`config.mk`:
```
export PLATFORM = sky130hd
export DESIGN_NAME = shared_array_double_stack_unit
export DESIGN_NICKNAME = d
export VERILOG_FILES = /design/src/sv/sads_pkg.sv /design/src/sv/sads_dp.sv /design/src/sv/sads_ctrl.sv /design/src/sv/shared_array_double_stack_unit.sv
export SDC_FILE = /design/constraint.sdc
export NUM_CORES = 1
export LEC_CHECK = 0
export BUFFER_PORTS_ARGS = -buffer_cell sky130_fd_sc_hd__buf_2
export CAP_MARGIN = 15
export CORE_MARGIN = 8
export CORE_UTILIZATION = 30
export DETAILED_ROUTE_END_ITERATION = 10
export GPL_TIMING_DRIVEN = 0
export HOLD_SLACK_MARGIN = 0.06
export PLACE_DENSITY_LB_ADDON = 0.2
export SLEW_MARGIN = 30
export SYNTH_ARGS = -nofsm -noshare
export SYNTH_HDL_FRONTEND = slang
export SYNTH_HIERARCHICAL = 1
export SYNTH_SLANG_ARGS = --single-unit
```
`constraint.sdc`:
```
create_clock -name clk -period 6.8 [get_ports clk]
set_input_delay 0.34 -clock clk [delete_from_list [all_inputs] [get_ports clk]]
set_output_delay 0.34 -clock clk [all_outputs]
set_load 0.02 [all_outputs]
```
`src/sv/sads_pkg.sv`:
```
package sads_pkg;

	localparam int DEPTH  = 16;
	localparam int ADDR_W = $clog2(DEPTH);
	localparam int CNT_W  = $clog2(DEPTH + 1);

	typedef enum logic [1:0] {
		REQ_PUSH  = 2'd0,
		REQ_POP   = 2'd1,
		REQ_CLEAR = 2'd2,
		REQ_READ  = 2'd3
	} sads_req_t;

	typedef enum logic [1:0] {
		STS_OK    = 2'd0,
		STS_FULL  = 2'd1,
		STS_EMPTY = 2'd2,
		STS_NOENT = 2'd3
	} sads_sts_code_t;

	typedef enum logic [2:0] {
		S_IDLE,
		S_POP_LD,
		S_WALK_RD,
		S_WALK_LD,
		S_RESP
	} sads_state_t;

	typedef struct packed {
		logic [1:0] req_type;
		logic       stack_sel;
		logic [7:0] push_data;
	} sads_in_t;

	typedef struct packed {
		logic [7:0] out_data;
		logic       out_stack;
		logic [1:0] status;
		logic       last;
	} sads_out_t;

	// Commands from the controller to the datapath.
	typedef struct packed {
		logic accept;
		logic pop_ld;
		logic walk_rd;
		logic walk_ld;
		logic walk_adv;
	} sads_cmd_t;

	// Status from the datapath to the controller.
	typedef struct packed {
		logic need_rd;
		logic need_walk;
		logic walk_last;
	} sads_stat_t;

endpackage

```
`src/sv/sads_dp.sv`:
```
module sads_dp (
	input  logic                 clk,
	input  logic                 arst_n,
	input  sads_pkg::sads_in_t   req,
	input  sads_pkg::sads_cmd_t  cmd,
	output sads_pkg::sads_stat_t stat,
	output sads_pkg::sads_out_t  rsp
);
	import sads_pkg::*;

	logic [7:0]        mem [DEPTH];
	logic [7:0]        rd_data_q;
	logic [CNT_W-1:0]  low_q;
	logic [CNT_W-1:0]  high_q;
	logic [CNT_W-1:0]  walk_q;
	logic              walk_stack_q;
	sads_out_t         rsp_q;

	logic [CNT_W:0]    total_w;
	logic [CNT_W-1:0]  total;
	logic              full;
	logic              sel_empty;
	logic              wr_en;
	logic [ADDR_W-1:0] wr_addr;
	logic [ADDR_W-1:0] pop_addr;
	logic [ADDR_W-1:0] walk_addr;
	logic [ADDR_W-1:0] rd_addr;
	logic              walk_upper;
	logic [CNT_W-1:0]  walk_off;
	logic [CNT_W-1:0]  walk_next;

	assign total_w   = {1'b0, low_q} + {1'b0, high_q};
	assign total     = total_w[CNT_W-1:0];
	assign full      = total_w >= (CNT_W + 1)'(DEPTH);
	assign sel_empty = req.stack_sel ? (high_q == '0) : (low_q == '0);

	assign wr_en   = cmd.accept && (req.req_type == REQ_PUSH) && !full;
	assign wr_addr = req.stack_sel ? ADDR_W'(CNT_W'(DEPTH - 1) - high_q) : low_q[ADDR_W-1:0];

	// The pop address is the top entry before the count moves.
	assign pop_addr = req.stack_sel ? ADDR_W'(CNT_W'(DEPTH) - high_q)
	                                : ADDR_W'(low_q - CNT_W'(1));

	// Walk order: the upward stack from entry 0, then the downward stack from entry DEPTH-1.
	assign walk_upper = walk_q >= low_q;
	assign walk_off   = walk_q - low_q;
	assign walk_addr  = walk_upper ? ADDR_W'(CNT_W'(DEPTH - 1) - walk_off)
	                               : walk_q[ADDR_W-1:0];
	assign rd_addr    = cmd.walk_rd ? walk_addr : pop_addr;
	assign walk_next  = walk_q + CNT_W'(1);

	assign stat.need_rd   = (req.req_type == REQ_POP) && !sel_empty;
	assign stat.need_walk = (req.req_type == REQ_READ) && (total != '0);
	assign stat.walk_last = walk_next == total;

	always_ff @(posedge clk) begin
		if (wr_en) begin
			mem[wr_addr] <= req.push_data;
		end
		rd_data_q <= mem[rd_addr];
	end

	always_ff @(posedge clk or negedge arst_n) begin
		if (!arst_n) begin
			low_q  <= '0;
			high_q <= '0;
		end else if (cmd.accept) begin
			case (req.req_type)
				REQ_PUSH: begin
					if (!full) begin
						if (req.stack_sel) high_q <= high_q + CNT_W'(1);
						else               low_q  <= low_q + CNT_W'(1);
					end
				end
				REQ_POP: begin
					if (!sel_empty) begin
						if (req.stack_sel) high_q <= high_q - CNT_W'(1);
						else               low_q  <= low_q - CNT_W'(1);
					end
				end
				REQ_CLEAR: begin
					if (req.stack_sel) high_q <= '0;
					else               low_q  <= '0;
				end
				default: begin
				end
			endcase
		end
	end

	always_ff @(posedge clk or negedge arst_n) begin
		if (!arst_n) begin
			walk_q <= '0;
		end else if (cmd.accept) begin
			walk_q <= '0;
		end else if (cmd.walk_adv) begin
			walk_q <= walk_next;
		end
	end

	always_ff @(posedge clk) begin
		if (cmd.walk_rd) begin
			walk_stack_q <= walk_upper;
		end
	end

	always_ff @(posedge clk) begin
		if (cmd.accept) begin
			rsp_q.out_data  <= '0;
			rsp_q.out_stack <= req.stack_sel;
			rsp_q.last      <= 1'b1;
			case (req.req_type)
				REQ_PUSH:  rsp_q.status <= full ? STS_FULL : STS_OK;
				REQ_POP:   rsp_q.status <= sel_empty ? STS_EMPTY : STS_OK;
				REQ_CLEAR: rsp_q.status <= STS_OK;
				REQ_READ: begin
					rsp_q.out_stack <= 1'b0;
					rsp_q.status    <= STS_NOENT;
				end
				default:   rsp_q.status <= STS_OK;
			endcase
		end else if (cmd.pop_ld) begin
			rsp_q.out_data <= rd_data_q;
		end else if (cmd.walk_ld) begin
			rsp_q.out_data  <= rd_data_q;
			rsp_q.out_stack <= walk_stack_q;
			rsp_q.status    <= STS_OK;
			rsp_q.last      <= stat.walk_last;
		end
	end

	assign rsp = rsp_q;

`ifndef SYNTHESIS
	a_count_bound: assert property (@(posedge clk) disable iff (!arst_n)
		total_w <= (CNT_W + 1)'(DEPTH))
		else $error("stack counts exceed the store depth");

	a_walk_in_range: assert property (@(posedge clk) disable iff (!arst_n)
		cmd.walk_rd |-> (walk_q < total))
		else $error("read-out index beyond stored entries");

	a_walk_upper_range: assert property (@(posedge clk) disable iff (!arst_n)
		(cmd.walk_rd && walk_upper) |-> (walk_off < high_q))
		else $error("read-out index beyond the downward stack");
`endif

endmodule

```
`src/sv/sads_ctrl.sv`:
```
module sads_ctrl (
	input  logic                 clk,
	input  logic                 arst_n,
	input  logic                 req_valid,
	output logic                 req_ready,
	output logic                 rsp_valid,
	input  logic                 rsp_ready,
	input  sads_pkg::sads_stat_t stat,
	output sads_pkg::sads_cmd_t  cmd
);
	import sads_pkg::*;

	sads_state_t state_q;
	sads_state_t state_nxt;
	logic        walking_q;

	always_ff @(posedge clk or negedge arst_n) begin
		if (!arst_n) begin
			state_q   <= S_IDLE;
			walking_q <= 1'b0;
		end else begin
			state_q <= state_nxt;
			if (state_q == S_IDLE) begin
				walking_q <= 1'b0;
			end else if (state_q == S_WALK_RD) begin
				walking_q <= 1'b1;
			end
		end
	end

	always_comb begin
		state_nxt = state_q;
		case (state_q)
			S_IDLE: begin
				if (req_valid) begin
					if (stat.need_rd)        state_nxt = S_POP_LD;
					else if (stat.need_walk) state_nxt = S_WALK_RD;
					else                     state_nxt = S_RESP;
				end
			end
			S_POP_LD:  state_nxt = S_RESP;
			S_WALK_RD: state_nxt = S_WALK_LD;
			S_WALK_LD: state_nxt = S_RESP;
			S_RESP: begin
				if (rsp_ready) begin
					if (walking_q && !stat.walk_last) state_nxt = S_WALK_RD;
					else                              state_nxt = S_IDLE;
				end
			end
			default: state_nxt = S_IDLE;
		endcase
	end

	always_comb begin
		req_ready    = 1'b0;
		rsp_valid    = 1'b0;
		cmd          = '0;
		case (state_q)
			S_IDLE: begin
				req_ready  = 1'b1;
				cmd.accept = req_valid;
			end
			S_POP_LD:  cmd.pop_ld  = 1'b1;
			S_WALK_RD: cmd.walk_rd = 1'b1;
			S_WALK_LD: cmd.walk_ld = 1'b1;
			S_RESP: begin
				rsp_valid    = 1'b1;
				cmd.walk_adv = rsp_ready && walking_q && !stat.walk_last;
			end
			default: begin
			end
		endcase
	end

`ifndef SYNTHESIS
	a_one_side: assert property (@(posedge clk) disable iff (!arst_n)
		!(req_ready && rsp_valid))
		else $error("request taken while a result is pending");

	a_walk_continues: assert property (@(posedge clk) disable iff (!arst_n)
		cmd.walk_adv |=> (state_q == S_WALK_RD))
		else $error("read-out stopped before its last entry");

	a_accept_leaves_idle: assert property (@(posedge clk) disable iff (!arst_n)
		cmd.accept |=> (state_q != S_IDLE))
		else $error("accepted request produced no work");
`endif

endmodule

```
`src/sv/shared_array_double_stack_unit.sv`:
```
// Push, clear and refused requests: result valid in the cycle after the request transfer.
// Pop: the store is read at the transfer, and the registered read data is loaded into
// the result in S_POP_LD before it is offered in S_RESP. Read-out: per entry, the
// address and registered read (S_WALK_RD), the result load (S_WALK_LD) and the wait for
// each result transfer (S_RESP); a new request is taken only after the last result is transferred.
// Reset (arst_n low) empties both stacks at once and the unit takes requests right after.
module shared_array_double_stack_unit (
	input  logic                clk,
	input  logic                arst_n,
	input  logic                req_valid,
	output logic                req_ready,
	input  sads_pkg::sads_in_t  req,
	output logic                rsp_valid,
	input  logic                rsp_ready,
	output sads_pkg::sads_out_t rsp
);
	import sads_pkg::*;

	// The controller sequences one request at a time; the datapath holds the store,
	// both stack counts, the read-out index and the result register.
	sads_cmd_t  cmd;
	sads_stat_t stat;

	sads_ctrl u_ctrl (
		.clk       (clk),
		.arst_n    (arst_n),
		.req_valid (req_valid),
		.req_ready (req_ready),
		.rsp_valid (rsp_valid),
		.rsp_ready (rsp_ready),
		.stat      (stat),
		.cmd       (cmd)
	);

	// The request payload is only looked at in the cycle of its transfer, since the
	// controller accepts only in its idle state. The entry store is not cleared at
	// reset; only entries below the stack counts are ever read out.
	sads_dp u_dp (
		.clk    (clk),
		.arst_n (arst_n),
		.req    (req),
		.cmd    (cmd),
		.stat   (stat),
		.rsp    (rsp)
	);

endmodule
```
==> metrics <==
Async SR Flop Fraction 11.3%; Peak Freq 0.228 GHz; largest net degree at the start of global routing 20; Setup TNS 0 ns; static leakage 3.24 nW; Total GRT Usage 13.3%; Slew Viols, Final 0; cell row count 59; Rel. slew slack 28.6%; sw power 1.76 mW; Max clock buf depth 2; setup violators final 0; global-route wire length before repair 31800 µm; area of the multi-input gates 2880 µm²; Worst EP arrival 4.59 ns; Top FF cell, synth edfxtp_1; Placer Congestion 0.827; Layout fillers 2533; power share of the combinational group 45.7%; critical path class register to register; CP max stage delay 0.83 ns; #FFs+latches synth 168; Die W 178 µm; commonest non-fill, non-tap cell in the layout edfxtp_1; Layout area overhead 15.0%; detailed-route via count 5387; Clk pwr share 23.6%; Ports 29; layout cells sized above 1 15.0%; Num CTS Buffers 17; FF/Latch Area 4780 µm²; Overall Power 4.29 mW; CP Data Required Time 7.01 ns; Hold Violations, Final 0; Post-Layout Cell Count 1020; Int Power 2.53 mW; CTS Sinks 168; synthesized netlist cell count 624; Starting Density 30.5%; WL per Instance 20.3 µm; synthesized area per cell 12.7 µm²; placed insts 987; PwrDens 471 nW/µm²; Yosys Warn Count 6; sequential cell area fraction in the yosys report 60.3%; Worst-Skew Late Latency 0.43 ns; Detailed Routing Iterations Pass 1 5; drt via density 5.28; CTS tree yes; initial antenna violation count 0; Max FO, Critical Path 10; Hold Path Class primary input to register; Worst Skew 0.0112 ns; ant diodes 0; Core ar. 26000 µm²; CP startpoint kind register; Peak VDD IR 220 µV; EDFF count, synth 132; Post-CTS Setup Bufs 0; crit-path cells clkbuf_1, inv_1, ha_1, a211o_1, a221oi_4, o221ai_4, nand2_2, buf_6, mux2_2, a2111oi_0, nand3_1; status finished clean; residual DRC count 0; RSZ-0062 raised after global routing no; Syn Nets 666; Mapped Area 7920 µm²; die height 178 µm; DRT iter0 DRCs 401; Period minus WS final 4.38 ns; measured slew at the worst slew-check pin 1.04 ns; CTS root buffer clkbuf_16; fin crit share 64.5%; number of global-route vias before repair 5400; CP max stage cell a2111oi_0; commonest cells after routing, fill and taps aside edfxtp_1, nand3_1, nor2_1; max cap viols 0; final wirelength 20700 µm; # port buffers 28; total grt overflow 0; clk slew on worst S/H paths 0.07 ns; Cell variety after synth 60; Sw Ratio 41.1%; die area 31900 µm²; number of routed nets with antenna violations 0; endpoint class of the critical path register; Final #Nets 714; maximum level of the CTS H-tree 4; placed wire-length estimate 14300 µm; Reg power frac 30.7%
worst max-delay path: cells and delay by family (launching register included):
family | cells | cell delay [ns]
adder cells (fa/ha/maj) | 1 | 0.40
flip-flops | 1 | 0.39
AO/OA/AOI/OAI | 4 | 1.84
multiplexers | 1 | 0.36
buffers and inverters | 3 | 0.67
AND/OR/NAND/NOR | 2 | 0.50
state kept, by name (all words and copies together) (netlist names):
name	count
u_ctrl/state_q	3
u_ctrl/walking_q	1
u_dp/high_q	5
u_dp/low_q	5
u_dp/mem	128
u_dp/rd_data_q	8
u_dp/rsp	12
u_dp/walk_q	5
u_dp/walk_stack_q	1
final timing paths:
path / startpoint / end / slack (ns) / cells past startpoint
worst max-delay path: u_dp/low_q[2] / u_dp/rd_data_q[3] / 2.42 / 11
max in group asynchronous: arst_n / u_dp/walk_q[0] / 6.05 / 2
worst min-delay path: rsp_ready / u_ctrl/state_q[2] / 0.14 / 2
min in group asynchronous: arst_n / u_dp/high_q[4] / 0.40 / 2
worst max register to register: u_dp/low_q[2] / u_dp/rd_data_q[3] / 2.42 / 11
worst min register to register: u_dp/rsp[11] / u_dp/rsp[11] / 0.45 / 2
cell type report:
cell class | instances | share of cell area (%)
Buffer | 33 | 1.81
Clock buffer | 17 | 4.67
Clock inverter | 15 | 2.11
Inverter | 26 | 1.07
Multi-Input combinational cell | 397 | 31.6
Sequential cell | 168 | 52.5
Tap cell | 335 | 4.60
Timing Repair Buffer | 29 | 1.65
cells in the mapped netlist, types with 3 or more instances:
| cell | number | share of area, % |
|---|---|---|
| nor3_1 | 8 | 0.51 |
| a21oi_1 | 22 | 1.4 |
| o21ai_0 | 36 | 2.3 |
| o22a_1 | 8 | 0.88 |
| ha_1 | 24 | 3.8 |
| nor2_1 | 39 | 1.8 |
| mux2_2 | 17 | 2.4 |
| dfrtp_1 | 19 | 6.0 |
| xor2_1 | 7 | 0.77 |
| dfxtp_1 | 17 | 4.3 |
| a31oi_1 | 8 | 0.63 |
| buf_6 | 3 | 0.43 |
| nor2b_1 | 4 | 0.32 |
| and2_1 | 3 | 0.24 |
| nand2_1 | 26 | 1.2 |
| o22ai_1 | 3 | 0.24 |
| a2bb2oi_1 | 9 | 1.0 |
| nand3_1 | 44 | 2.8 |
| nor3b_1 | 3 | 0.28 |
| a2111oi_0 | 32 | 3.5 |
| fa_1 | 3 | 0.76 |
| and3_1 | 6 | 0.47 |
| inv_1 | 25 | 1.2 |
| nand4_1 | 4 | 0.32 |
| mux2i_1 | 29 | 3.7 |
| nand2b_1 | 4 | 0.32 |
| xnor2_1 | 16 | 1.8 |
| buf_2 | 9 | 0.57 |
| o31ai_1 | 5 | 0.47 |
| clkbuf_1 | 18 | 0.85 |
| o21ai_1 | 3 | 0.19 |
| edfxtp_1 | 132 | 50 |
| a21o_1 | 4 | 0.38 |
routing by layer:
metal  vias up  global-route usage, %  share of wire (%)
met1      2708                   17.6                 45
li1       2488                      -                  -
met4         0                   3.89                1.5
met2       168                   21.4                 48
met3        23                   3.11                5.6
met5         -                      0                  0
timing repair:
action                                 in CTS  in global routing
hold buffers                                1                  0
setup endpoints to repair                   0                  0
gates resized for setup                     0                  0
endpoints found under the hold margin      19                  0
stage by stage:
step	hold slack (ns)	setup slack, ns	area, µm²	util (%)
3_3_place_gp	0.328	2.42	8480	32.6
2_1_floorplan	0.0444	3.68	7920	-
6_report	0.136	2.42	9110	35.1
4_1_cts	0.125	2.27	9110	35.1
3_5_place_dp	0.338	2.30	8480	32.6
5_1_grt	0.121	2.28	9110	35.1
power by group through the flow:
stage	logic [mW]	registers (mW)	clock network [mW]
3_3_place_gp	1.91	1.33	0
3_5_place_dp	1.93	1.34	0
6_report	1.96	1.31	1.01
5_1_grt	2.12	1.33	1.07
4_1_cts	1.94	1.32	1.04
2_1_floorplan	1.31	1.34	0
logic make-up (layout without fill, tap and decap cells):
group / count (synthesis) / count (layout) / synth area share, %
flip-flops: 168 / 168 / 60.3
adder cells (fa/ha/maj): 27 / 27 / 4.55
buffers and inverters: 59 / 120 / 3.32
AO/OA/AOI/OAI: 150 / 150 / 13.8
AND/OR/NAND/NOR: 149 / 149 / 9.08
multiplexers: 48 / 48 / 6.37
XOR/XNOR: 23 / 23 / 2.54
Note: power is estimated with default switching activity, not from simulation.
